==> src/design/a85_pkg.sv <==
package a85_pkg;

	typedef enum logic [1:0] {
		ACT_DATA  = 2'd0,
		ACT_FLUSH = 2'd1,
		ACT_EOS   = 2'd2,
		ACT_NONE  = 2'd3
	} a85_action_t;

	localparam logic [6:0] CHAR_Z       = 7'h7A;
	localparam logic [6:0] CHAR_TILDE   = 7'h7E;
	localparam logic [6:0] CHAR_GT      = 7'h3E;
	localparam logic [6:0] CHAR_NL      = 7'h0A;
	localparam logic [6:0] DIGIT_OFFSET = 7'd33;
	localparam logic [31:0] RADIX       = 32'd85;

	// ceil(2^38 / 85); q = (v * RECIP_85) >> 38 is exact for any 32-bit v.
	localparam logic [31:0] RECIP_85    = 32'hC0C0C0C1;
	localparam int          RECIP_SHIFT = 38;
	localparam int          QUOT_W      = 64 - RECIP_SHIFT;

	localparam int          GROUP_BYTES = 4;
	localparam int          NUM_DIGITS  = GROUP_BYTES + 1;
	localparam logic [2:0]  FULL_COUNT  = 3'(GROUP_BYTES);
	localparam logic [2:0]  CONV_LAST   = 3'(NUM_DIGITS);

	localparam logic [9:0]  ROW_LENGTH_RESET = 10'd72;

	localparam int          FIFO_DEPTH = 4;
	localparam int          FIFO_AW    = $clog2(FIFO_DEPTH);

	// Work handed from the front end to the converter.
	typedef struct packed {
		logic [31:0] value;  // group, left aligned and zero padded
		logic [2:0]  cnt;    // bytes in the group, zero when there is none
		logic        flush;
		logic        eos;
	} a85_job_t;

	// Converted group handed to the character emitter.
	typedef struct packed {
		logic [NUM_DIGITS-1:0][6:0] dig;  // dig[0] is the most significant
		logic [2:0]                 cnt;
		logic                       flush;
		logic                       eos;
		logic                       zero;
	} a85_pkt_t;

endpackage

==> src/design/a85_fifo.sv <==
module a85_fifo (
	input  logic             clk,
	input  logic             arst_n,
	input  logic             push,
	input  a85_pkg::a85_job_t push_data,
	output logic             full,
	input  logic             pop,
	output logic             head_valid,
	output a85_pkg::a85_job_t head
);

	a85_pkg::a85_job_t                 mem_q [a85_pkg::FIFO_DEPTH];
	logic [a85_pkg::FIFO_AW-1:0]       wp_q;
	logic [a85_pkg::FIFO_AW-1:0]       rp_q;
	logic [a85_pkg::FIFO_AW:0]         cnt_q;
	logic                              do_push;
	logic                              do_pop;

	assign full       = (cnt_q == (a85_pkg::FIFO_AW + 1)'(a85_pkg::FIFO_DEPTH));
	assign head_valid = (cnt_q != '0);
	assign head       = mem_q[rp_q];
	assign do_push    = push && !full;
	assign do_pop     = pop && head_valid;

	always_ff @(posedge clk or negedge arst_n) begin
		if (!arst_n) begin
			wp_q  <= '0;
			rp_q  <= '0;
			cnt_q <= '0;
		end else begin
			if (do_push) begin
				wp_q <= wp_q + 1'b1;
			end
			if (do_pop) begin
				rp_q <= rp_q + 1'b1;
			end
			if (do_push && !do_pop) begin
				cnt_q <= cnt_q + 1'b1;
			end else if (do_pop && !do_push) begin
				cnt_q <= cnt_q - 1'b1;
			end
		end
	end

	always_ff @(posedge clk) begin
		if (do_push) begin
			mem_q[wp_q] <= push_data;
		end
	end

endmodule

==> src/design/a85_front.sv <==
module a85_front (
	input  logic             clk,
	input  logic             arst_n,
	input  logic             s_tvalid,
	output logic             s_tready,
	input  logic [7:0]       s_tdata,
	input  logic [1:0]       s_tuser,
	output logic             job_push,
	output a85_pkg::a85_job_t job,
	input  logic             q_full
);

	// Bytes of the open group, right aligned; at most three stay open.
	logic [23:0]           pg_q;
	logic [1:0]            pc_q;
	logic [23:0]           pg_d;
	logic [1:0]            pc_d;
	logic                  gen;
	logic                  accept;
	a85_pkg::a85_action_t  act;

	assign s_tready = !q_full;
	assign accept   = s_tvalid && s_tready;
	assign act      = a85_pkg::a85_action_t'(s_tuser);
	assign job_push = accept && gen;

	always_comb begin
		gen       = 1'b0;
		pg_d      = pg_q;
		pc_d      = pc_q;
		job.value = '0;
		job.cnt   = '0;
		job.flush = 1'b0;
		job.eos   = 1'b0;
		unique case (act)
			a85_pkg::ACT_DATA, a85_pkg::ACT_FLUSH: begin
				gen       = (pc_q == 2'd3) || (act == a85_pkg::ACT_FLUSH);
				job.cnt   = {1'b0, pc_q} + 3'd1;
				job.flush = (act == a85_pkg::ACT_FLUSH);
				unique case (pc_q)
					2'd0: job.value = {s_tdata, 24'h0};
					2'd1: job.value = {pg_q[7:0], s_tdata, 16'h0};
					2'd2: job.value = {pg_q[15:0], s_tdata, 8'h0};
					2'd3: job.value = {pg_q[23:0], s_tdata};
					default: job.value = '0;
				endcase
				if (gen) begin
					pg_d = '0;
					pc_d = '0;
				end else begin
					pg_d = {pg_q[15:0], s_tdata};
					pc_d = pc_q + 2'd1;
				end
			end
			a85_pkg::ACT_EOS: begin
				gen       = 1'b1;
				job.cnt   = {1'b0, pc_q};
				job.flush = 1'b1;
				job.eos   = 1'b1;
				unique case (pc_q)
					2'd0: job.value = '0;
					2'd1: job.value = {pg_q[7:0], 24'h0};
					2'd2: job.value = {pg_q[15:0], 16'h0};
					2'd3: job.value = {pg_q[23:0], 8'h0};
					default: job.value = '0;
				endcase
				pg_d = '0;
				pc_d = '0;
			end
			default: begin
				gen = 1'b0;
			end
		endcase
	end

	always_ff @(posedge clk or negedge arst_n) begin
		if (!arst_n) begin
			pg_q <= '0;
			pc_q <= '0;
		end else if (accept) begin
			pg_q <= pg_d;
			pc_q <= pc_d;
		end
	end

endmodule

==> src/design/a85_conv.sv <==
module a85_conv (
	input  logic             clk,
	input  logic             arst_n,
	input  logic             job_valid,
	input  a85_pkg::a85_job_t job,
	output logic             job_pop,
	output logic             pkt_valid,
	output a85_pkg::a85_pkt_t pkt,
	input  logic             pkt_take
);

	// One base-85 digit per cycle, least significant first, through a
	// reciprocal multiply whose product is registered before use.
	logic                            busy_q;
	logic                            done_q;
	logic [2:0]                      step_q;
	logic [31:0]                     cur_q;
	logic [63:0]                     prod_q;
	logic [a85_pkg::QUOT_W-1:0]      quot;
	logic [31:0]                     mul_in;
	logic [31:0]                     rem;
	logic [6:0]                      digit;

	assign quot    = prod_q[63:a85_pkg::RECIP_SHIFT];
	assign mul_in  = (step_q == '0) ? cur_q : 32'(quot);
	assign rem     = cur_q - 32'(32'(quot) * a85_pkg::RADIX);
	assign digit   = rem[6:0] + a85_pkg::DIGIT_OFFSET;
	assign job_pop = job_valid && !busy_q && (!done_q || pkt_take);
	assign pkt_valid = done_q;

	always_ff @(posedge clk or negedge arst_n) begin
		if (!arst_n) begin
			busy_q <= 1'b0;
			done_q <= 1'b0;
			step_q <= '0;
		end else begin
			if (pkt_take) begin
				done_q <= 1'b0;
			end
			if (job_pop) begin
				busy_q <= 1'b1;
				step_q <= '0;
			end else if (busy_q) begin
				step_q <= step_q + 3'd1;
				if (step_q == a85_pkg::CONV_LAST) begin
					busy_q <= 1'b0;
					done_q <= 1'b1;
				end
			end
		end
	end

	always_ff @(posedge clk) begin
		if (job_pop) begin
			cur_q     <= job.value;
			pkt.cnt   <= job.cnt;
			pkt.flush <= job.flush;
			pkt.eos   <= job.eos;
			pkt.zero  <= (job.value == '0);
		end else if (busy_q) begin
			prod_q <= {32'd0, mul_in} * {32'd0, a85_pkg::RECIP_85};
			if (step_q != '0) begin
				cur_q   <= 32'(quot);
				pkt.dig <= {pkt.dig[a85_pkg::NUM_DIGITS-2:0], digit};
			end
		end
	end

endmodule

==> src/design/a85_emit.sv <==
module a85_emit (
	input  logic             clk,
	input  logic             arst_n,
	input  logic             cfg_we,
	input  logic [9:0]       cfg_wdata,
	input  logic             pkt_valid,
	input  a85_pkg::a85_pkt_t pkt,
	output logic             pkt_take,
	output logic             m_tvalid,
	input  logic             m_tready,
	output logic [6:0]       out_char,
	output logic             out_last
);

	typedef enum logic [5:0] {
		E_IDLE  = 6'b000001,
		E_GRP   = 6'b000010,
		E_NL    = 6'b000100,
		E_TILDE = 6'b001000,
		E_GT    = 6'b010000,
		E_END   = 6'b100000
	} emit_state_t;

	emit_state_t        st_q;
	emit_state_t        st_d;
	a85_pkg::a85_pkt_t  pk_q;
	logic [2:0]         idx_q;
	logic [10:0]        lc_q;
	logic [10:0]        lc_d;
	logic [10:0]        lc_inc;
	logic [9:0]         row_q;
	logic               out_valid_q;
	logic [6:0]         out_char_q;
	logic               out_last_q;
	logic               advance;
	logic               emit;
	logic [6:0]         ch;
	logic               last;
	logic               is_z;
	logic               grp_end;
	logic               nl_need;

	assign m_tvalid = out_valid_q;
	assign out_char = out_char_q;
	assign out_last = out_last_q;
	assign advance  = !out_valid_q || m_tready;
	assign pkt_take = (st_q == E_IDLE) && pkt_valid;
	assign lc_inc   = lc_q + 11'd1;
	assign is_z     = (pk_q.cnt == a85_pkg::FULL_COUNT) && pk_q.zero;
	assign grp_end  = is_z || (idx_q == pk_q.cnt);
	assign nl_need  = pk_q.flush || (lc_inc >= {1'b0, row_q});

	always_comb begin
		st_d = st_q;
		lc_d = lc_q;
		emit = 1'b0;
		ch   = a85_pkg::CHAR_NL;
		last = 1'b0;
		unique case (st_q)
			E_IDLE: begin
				if (pkt_valid) begin
					if (pkt.cnt != '0) begin
						st_d = E_GRP;
					end else if (lc_q != '0) begin
						st_d = E_NL;
					end else begin
						st_d = E_TILDE;
					end
				end
			end
			E_GRP: begin
				emit = 1'b1;
				ch   = is_z ? a85_pkg::CHAR_Z : pk_q.dig[idx_q];
				last = grp_end && !nl_need && !pk_q.eos;
				lc_d = lc_inc;
				if (grp_end) begin
					if (nl_need) begin
						st_d = E_NL;
					end else if (pk_q.eos) begin
						st_d = E_TILDE;
					end else begin
						st_d = E_IDLE;
					end
				end
			end
			E_NL: begin
				emit = 1'b1;
				ch   = a85_pkg::CHAR_NL;
				last = !pk_q.eos;
				lc_d = '0;
				st_d = pk_q.eos ? E_TILDE : E_IDLE;
			end
			E_TILDE: begin
				emit = 1'b1;
				ch   = a85_pkg::CHAR_TILDE;
				st_d = E_GT;
			end
			E_GT: begin
				emit = 1'b1;
				ch   = a85_pkg::CHAR_GT;
				st_d = E_END;
			end
			E_END: begin
				emit = 1'b1;
				ch   = a85_pkg::CHAR_NL;
				last = 1'b1;
				st_d = E_IDLE;
			end
			default: begin
				st_d = E_IDLE;
			end
		endcase
	end

	always_ff @(posedge clk or negedge arst_n) begin
		if (!arst_n) begin
			st_q        <= E_IDLE;
			lc_q        <= '0;
			idx_q       <= '0;
			row_q       <= a85_pkg::ROW_LENGTH_RESET;
			out_valid_q <= 1'b0;
		end else begin
			if (cfg_we) begin
				row_q <= cfg_wdata;
			end
			if (pkt_take) begin
				st_q  <= st_d;
				idx_q <= '0;
			end else if (emit && advance) begin
				st_q  <= st_d;
				lc_q  <= lc_d;
				idx_q <= idx_q + 3'd1;
			end
			if (advance) begin
				out_valid_q <= emit;
			end
		end
	end

	always_ff @(posedge clk) begin
		if (pkt_take) begin
			pk_q <= pkt;
		end
		if (emit && advance) begin
			out_char_q <= ch;
			out_last_q <= last;
		end
	end

endmodule

==> src/design/ascii85_line_encoder_top.sv <==
// Throughput: one input byte per cycle until the four-entry job queue fills; after that
// conversion and output pace the input, with six converter steps per group plus handoff.
// Output: one character per cycle while a group plays out and m_tready does not stall it,
// set by the emitter sequencer.
// Reset: arst_n clears pending bytes, line count, queue and handshakes; row_length is 72.
module ascii85_line_encoder_top (
	input  logic       clk,
	input  logic       arst_n,
	// Configuration: row_length write.
	input  logic       cfg_we,
	input  logic [9:0] cfg_wdata,
	// Input stream.
	input  logic       s_tvalid,
	output logic       s_tready,
	input  logic [7:0] s_tdata,   // [7:0] data_byte
	input  logic [1:0] s_tuser,   // [1:0] action
	// Output stream.
	output logic       m_tvalid,
	input  logic       m_tready,
	output logic [7:0] m_tdata,   // [6:0] character, [7] zero
	output logic       m_tlast
);

	// The front end keeps the open group of up to three bytes. A byte that
	// completes a group, a flush byte, or an end-of-stream transaction turns
	// into one job: the group left aligned and zero padded, its byte count and
	// the flush and end flags. Bytes that only extend the open group take no
	// queue slot, so the input side runs at one byte per cycle while the queue is not full.
	a85_pkg::a85_job_t f_job;
	logic              f_push;
	logic              q_full;
	logic              q_valid;
	logic              q_pop;
	a85_pkg::a85_job_t q_head;
	a85_pkg::a85_pkt_t c_pkt;
	logic              c_valid;
	logic              e_take;
	logic [6:0]        e_char;

	a85_front u_front (
		.clk      (clk),
		.arst_n   (arst_n),
		.s_tvalid (s_tvalid),
		.s_tready (s_tready),
		.s_tdata  (s_tdata),
		.s_tuser  (s_tuser),
		.job_push (f_push),
		.job      (f_job),
		.q_full   (q_full)
	);

	// A short queue lets the input side run ahead while the back end is busy
	// converting or while the output side is stalled.
	a85_fifo u_fifo (
		.clk        (clk),
		.arst_n     (arst_n),
		.push       (f_push),
		.push_data  (f_job),
		.full       (q_full),
		.pop        (q_pop),
		.head_valid (q_valid),
		.head       (q_head)
	);

	// The converter produces the five base-85 digits of one group, one digit
	// per cycle, and holds them until the emitter takes the packet. It starts
	// on the next job while the emitter is still sending the previous one.
	a85_conv u_conv (
		.clk       (clk),
		.arst_n    (arst_n),
		.job_valid (q_valid),
		.job       (q_head),
		.job_pop   (q_pop),
		.pkt_valid (c_valid),
		.pkt       (c_pkt),
		.pkt_take  (e_take)
	);

	// The emitter walks through the characters of a packet: 'z' or count+1
	// digits, the line break when the line is full or a flush asks for it,
	// and the "~>" trailer on end of stream. It owns the line count and the
	// row_length register, and drives the output register that decouples the
	// sequencer from m_tready.
	a85_emit u_emit (
		.clk       (clk),
		.arst_n    (arst_n),
		.cfg_we    (cfg_we),
		.cfg_wdata (cfg_wdata),
		.pkt_valid (c_valid),
		.pkt       (c_pkt),
		.pkt_take  (e_take),
		.m_tvalid  (m_tvalid),
		.m_tready  (m_tready),
		.out_char  (e_char),
		.out_last  (m_tlast)
	);

	assign m_tdata = {1'b0, e_char};

endmodule

==> config.mk <==
export PLATFORM = sky130hd
export DESIGN_NAME = ascii85_line_encoder_top
export DESIGN_NICKNAME = d
export VERILOG_FILES = /design/src/design/a85_pkg.sv /design/src/design/a85_fifo.sv /design/src/design/a85_front.sv /design/src/design/a85_conv.sv /design/src/design/a85_emit.sv /design/src/design/ascii85_line_encoder_top.sv
export SDC_FILE = /design/constraint.sdc
export NUM_CORES = 1
export LEC_CHECK = 0
export BUFFER_PORTS_ARGS = -buffer_cell sky130_fd_sc_hd__buf_2
export CAP_MARGIN = 20
export CORE_MARGIN = 3
export CORE_UTILIZATION = 50
export CTS_CLUSTER_DIAMETER = 50
export DETAILED_ROUTE_END_ITERATION = 16
export HOLD_SLACK_MARGIN = 0.06
export PLACE_DENSITY_LB_ADDON = 0.1
export SLEW_MARGIN = 10
export SYNTH_ARGS = -nofsm -noshare
export SYNTH_HDL_FRONTEND = slang
export SYNTH_SLANG_ARGS = --single-unit
==> constraint.sdc <==
create_clock -name clk -period 20.1 [get_ports clk]
set_input_delay 2.01 -clock clk [delete_from_list [all_inputs] [get_ports clk]]
set_output_delay 2.01 -clock clk [all_outputs]
set_load 0.01 [all_outputs]
---- Word level (Yosys, flattened, before mapping) ----
Memories as Yosys holds them, arrays and structs flattened.
Cells that the tools add are included.
storage, ports and cells
  bits in registers ....................... 255
  bits in writable memories ............... 148
  input port bits ......................... 25
  output and inout bits ................... 11
  logic and storage cells ................. 159
  memories kept ........................... 1
memory list
  name          depth  width  rd ports  clocked after Yosys merged registers in  write ports  line            RTL
  u_fifo.mem_q  4      37     1         0                                        1            a85_fifo.sv:12  a85_pkg::a85_job_t mem_q [a85_pkg::FIFO_DEPTH];
cells by class
  $add $sub $neg .......................... 11
  multipliers ............................. 2
  magnitude comparators ................... 2
  eq/ne operators ......................... 15
  multiplexer cells ....................... 44
  bitwise operators ....................... 2
  reduce and logical (&&, ||, !) cells .... 47
operators by type and width
  cell                                                  number
  one-hot mux 32 bit (4 select lines)                   2
  two-way mux 32 bit                                    4
  one-hot mux 36 bit (2 select lines)                   1
  multiplier 32 x 32 -> 64 bit (second input constant)  1
  one-hot mux 24 bit (2 select lines)                   1
  two-way mux 6 bit                                     6
  logical NOT 32 bit                                    1
  one-hot mux 6 bit (5 select lines)                    1
  multiplier 26 x 7 -> 7 bit (second input constant)    1
  two-way mux 24 bit                                    1
  one-hot mux 11 bit (2 select lines)                   1
  binary-select mux 7 bit (select 3 bit)                1
  one-hot mux 7 bit (3 select lines)                    1
  two-way mux 3 bit                                     6
  two-way mux 7 bit                                     2
  logical AND 1 bit                                     13
  nonzero test 2 bit                                    6
  adder 11 x 1 -> 11 bit (second input constant)        1
  >= comparator 11 x 10 -> 1 bit                        1
  two-way mux 1 bit                                     11
  nonzero test 11 bit                                   1
  adder 3 x 1 -> 3 bit (second input constant)          3
  == test 3 bit (second input constant)                 3
  nonzero test 3 bit                                    3
  other kinds (29)                                      51

---- Longest topological paths before layout ----
  word-level depth ........................ 9
  gate-level depth with buffers ........... 31

---- Hierarchy ----
Synthesis repeated with hierarchy kept, for this count alone.
unflattened totals
  cells, all modules ...................... 2,117
  area total of the unflattened synthesis .. 26,267.7 µm²
by module, submodules not included
  module                    instances  cells each  area each (µm²)
  a85_conv                  1          1,417       15,001.9
  a85_fifo                  1          228         5,745.5
  a85_emit                  1          306         3,811.2
  a85_front                 1          164         1,697.9
  ascii85_line_encoder_top  1          2           11.3

---- Worst setup path before layout ----
OpenSTA, ideal clock, no wires.
  kind .................................... flip-flop to flip-flop
  from .................................... register u_conv.step_q[0]
  to ...................................... register u_conv.prod_q[60], data pin
  setup time .............................. 0.269 ns
  arrival ................................. 7.403 ns
  slack ................................... 12.428 ns
  stages on the path, launching flop included .. 29
  cell sequence ........................... dfrtp_1 inv_1 ha_1 nor2b_2 buf_6 clkbuf_1 buf_1 mux2i_1 inv_1 ha_1 ha_1 fa_1 fa_1 inv_1 fa_1 inv_1 fa_1 fa_1 ha_1 ha_1 a21o_1 a21o_1 a21oi_1 o21ai_1 a21o_1 a211o_1 a21oi_1 o31ai_1 xor2_1
on the way
  longest elaborated chain between the ends .. 3
RTL lines
  what                          line            RTL
  from (decl)                   a85_conv.sv:16  logic [2:0] step_q;
  from (signal assigned)        a85_conv.sv:44  step_q <= step_q + 3'd1;
  logical NOT 3 bit             a85_conv.sv:25  assign mul_in = (step_q == '0) ? cur_q : 32'(quot);
  two-way mux 32 bit            a85_conv.sv:25
  multiplier 32 x 32 -> 64 bit  a85_conv.sv:61  prod_q <= {32'd0, mul_in} * {32'd0, a85_pkg::RECIP_85};
  to (signal assigned)          a85_conv.sv:61
  to (decl)                     a85_conv.sv:18  logic [63:0] prod_q;
No other way between the ends.
A chain may end at the register's enable or synchronous reset.

---- Worst setup path in the final report ----
  from .................................... register u_conv.step_q[0]
  to ...................................... register u_conv.prod_q[61], data pin
Same word-level chain as after synthesis.

==> impl_metrics.json <==
{
  "hp-class": "flip-flop to flip-flop",
  "yosysSeqAreaShare_pct": 40.7,
  "clk_latency_ps": 530,
  "final_cell_mix": "inv_1 (377), ha_1 (362), edfxtp_1 (296)",
  "synth_top_family_by_area": "adder cells",
  "synth_seq_cells": 365,
  "drtPass1Iterations": 5,
  "ir_drop_mv": 0.0520,
  "syn_nets": 2771,
  "nets": 2798,
  "hold_buffers": 0,
  "die_x_um": 234,
  "synth_edf_count": 296,
  "dieHeight_um": 234,
  "htree_num_levels": 2,
  "std_cell_rows": 83,
  "synthToLayoutAreaGrowth_pct": 8.35,
  "worstPathRequired_ps": 20370,
  "cts_buffers": 38,
  "grt_pass1_vias": 17000,
  "crit_path_top_delay_cell": "mux2i_1",
  "hold_viol_final": 0,
  "skew_ps": 14.5,
  "synthXorXnorAreaFrac_pct": 2.15,
  "drt_iter0_drc": 1054,
  "synthMuxAreaShare_pct": 5.03,
  "crit_type": "flip-flop to flip-flop",
  "synth_ff_type": "edfxtp_1",
  "synth_compound_area_share_pct": 6.92,
  "syn_avg_cell_area_sq_um": 11.8,
  "grt_first_pass_wirelength_um": 96800,
  "clkSlewWorstSetupHoldPaths_ps": 60,
  "p_leak_nw": 12.7,
  "layout_commonest_cell": "inv_1",
  "worstPathArrival_ps": 8930,
  "wl_per_cell_um": 20.5,
  "track_usage_pct": 23.1,
  "drc": 0,
  "setup_tns_ps": 0,
  "powerDensity_mw_per_mm2": 62.7,
  "cts_root_buffer": "clkbuf_16",
  "ant_nets": 0,
  "synthArstFlopShare_pct": 18.9,
  "n_antenna_cell": 0,
  "maxCapViolations": 0,
  "fin_cells": 2947,
  "setup_viol": 0,
  "die-area_sq_mm": 0.0549,
  "grt_max_degree": 70,
  "rsz0062_at_grt": "no",
  "post_synth_num_cell_types": 77,
  "slew_violations": 0,
  "core_sq_mm": 0.0514,
  "cp-end-kind": "flip-flop",
  "post_cts_buffers": 0,
  "outcome": "completed",
  "slowest_delay_ps": 710,
  "yosys_warnings": 0,
  "via_count": 16200,
  "start_util_pct": 50.7,
  "synth-adder-area-share_pct": 30.5,
  "drive_above_1_share_pct": 8.47,
  "cts_resized": 0,
  "detailed_place_hpwl_um": 48100,
  "period_needed_ps": 8660,
  "grt.overflow.total": 0,
  "r2r_slack_ps": 11440,
  "antenna_found_initial": 0,
  "clock.fmax_mhz": 115,
  "dpl.cell_count": 2879,
  "syn_inst": 2213,
  "period_share_pct": 43.1,
  "port_buffers": 34,
  "cts_buffer_depth": 3,
  "relSlewSlack_pct": 31.1,
  "cts_tree": "done",
  "place_congestion": 1.01,
  "crit_fanout": 40,
  "cts.sinks": 365,
  "drt-total-wl_um": 60500,
  "critPathLaunchType": "flip-flop",
  "syn-cell-area_sq_mm": 0.0261,
  "ios": 36,
  "synthSimpleGateAreaFrac_pct": 8.27,
  "via_per_inst": 5.48,
  "tightest_slew_ps": 1030
}
==> logic make-up (layout without fill, tap and decap cells) <==
kind of cell | count (synthesis) | in the layout
AOI/OAI and AO/OA | 269 | 269
xor gates and xnor gates | 64 | 64
adders and majority gates | 533 | 533
buffers and inverters | 438 | 492
DFF | 365 | 365
muxes | 74 | 74
other | 1 | 1
and+or+nand+nor | 469 | 469
==> final timing paths <==
| kind | startpoint | to | depth (start not counted) |
|---|---|---|---|
| max | u_conv.step_q[0] | u_conv.prod_q[61] | 28 |
| min | u_conv.pkt[40] | u_emit.pk_q[40] | 0 |
| max reg2reg | u_conv.step_q[0] | u_conv.prod_q[61] | 28 |
| min reg2reg | u_conv.pkt[40] | u_emit.pk_q[40] | 0 |
| max in group asynchronous | arst_n | u_fifo.rp_q[0] | 1 |
| min in group asynchronous | arst_n | u_front.pg_q[5] | 1 |
==> worst max-delay path: cells and delay by family, from the launching register on <==
| kind | cells | cell delay (ps) |
|---|---|---|
| adder cells (fa/ha/maj) | 10 | 3840 |
| XOR/XNOR | 1 | 160 |
| multiplexers | 1 | 710 |
| flip-flops | 1 | 430 |
| buffers and inverters | 7 | 1010 |
| AND/OR/NAND/NOR | 2 | 710 |
| AO/OA/AOI/OAI | 7 | 1530 |
==> flip-flops by register name, summed over array words and instances, names as in the netlist <==
name	flops
u_conv.busy_q	1
u_fifo.mem_q	148
u_conv.pkt	41
u_fifo.rp_q	2
u_emit.row_q	10
u_front.pc_q	2
u_front.pg_q	24
u_conv.cur_q	32
u_emit.m_tvalid	1
u_conv.step_q	3
u_fifo.wp_q	2
u_emit.out_char	7
u_emit.out_last	1
u_emit.idx_q	3
u_conv.pkt_valid	1
u_emit.st_q	6
u_emit.lc_q	11
u_emit.pk_q	41
u_conv.prod_q	26
u_fifo.cnt_q	3
==> routing by layer <==
metal | routed length [um] | global-route usage [%]
met1 | 28700 | 34.1
met3 | 2940 | 3.34
met5 | 0 | 0
met2 | 27500 | 36.5
met4 | 1350 | 4.92
==> power breakdown <==
group	internal, W	total, W	switching [W]
sequential	0.000877	0.000907	0.0000294
clock	0.000421	0.000711	0.000290
combinational	0.0000510	0.000153	0.000102
==> stage by stage <==
step / util (%) / hold WS (ps) / cell area, sq um / power [W] / setup slack [ps]
finish: 54.9 / 418 / 28200 / 0.00177 / 11440
global route: 54.9 / 430 / 28200 / 0.00184 / 10970
CTS: 54.9 / 420 / 28200 / 0.00179 / 11460
global placement: 52.5 / 401 / 27000 / 0.00107 / 11500
detailed placement: 52.5 / 405 / 27000 / 0.00108 / 11490
floorplan: - / 400 / 26100 / 0.00102 / 12430
==> layout make-up <==
class,count,area [sq um]
clock buffer,48,1040
clock inverter,19,221
fill,4411,23200
inverter,380,1430
multi-input combinational,1410,13800
sequential,365,10600
tap,680,851
timing repair buffer,45,253
==> synthesized netlist by cell type, drive strengths merged (7+ instances only) <==
| cell | count | area (sq um) |
|---|---|---|
| a22o | 8 | 70.1 |
| a222oi | 8 | 80.1 |
| o21ai | 64 | 328 |
| nand4 | 10 | 62.6 |
| o21bai | 7 | 52.6 |
| nor2 | 79 | 297 |
| mux4 | 44 | 991 |
| mux2 | 13 | 146 |
| a31oi | 12 | 75.1 |
| nand2b | 9 | 56.3 |
| a21boi | 7 | 63.8 |
| buf | 13 | 66.3 |
| nor3 | 18 | 90.1 |
| nand3 | 50 | 250 |
| and3 | 8 | 50.1 |
| xor2 | 22 | 193 |
| edfxtp | 296 | 8890 |
| and2 | 24 | 150 |
| clkbuf | 45 | 169 |
| ha | 362 | 4530 |
| a21oi | 65 | 344 |
| dfrtp | 66 | 1650 |
| nor2b | 14 | 90.1 |
| a21o | 33 | 248 |
| xnor2 | 42 | 368 |
| a211oi | 7 | 52.6 |
| a22oi | 18 | 135 |
| mux2i | 17 | 174 |
| nand2 | 218 | 818 |
| inv | 379 | 1420 |
| fa | 171 | 3420 |
| o31ai | 8 | 60.1 |
| nor4 | 16 | 113 |
(Power assumes the default switching activity.)
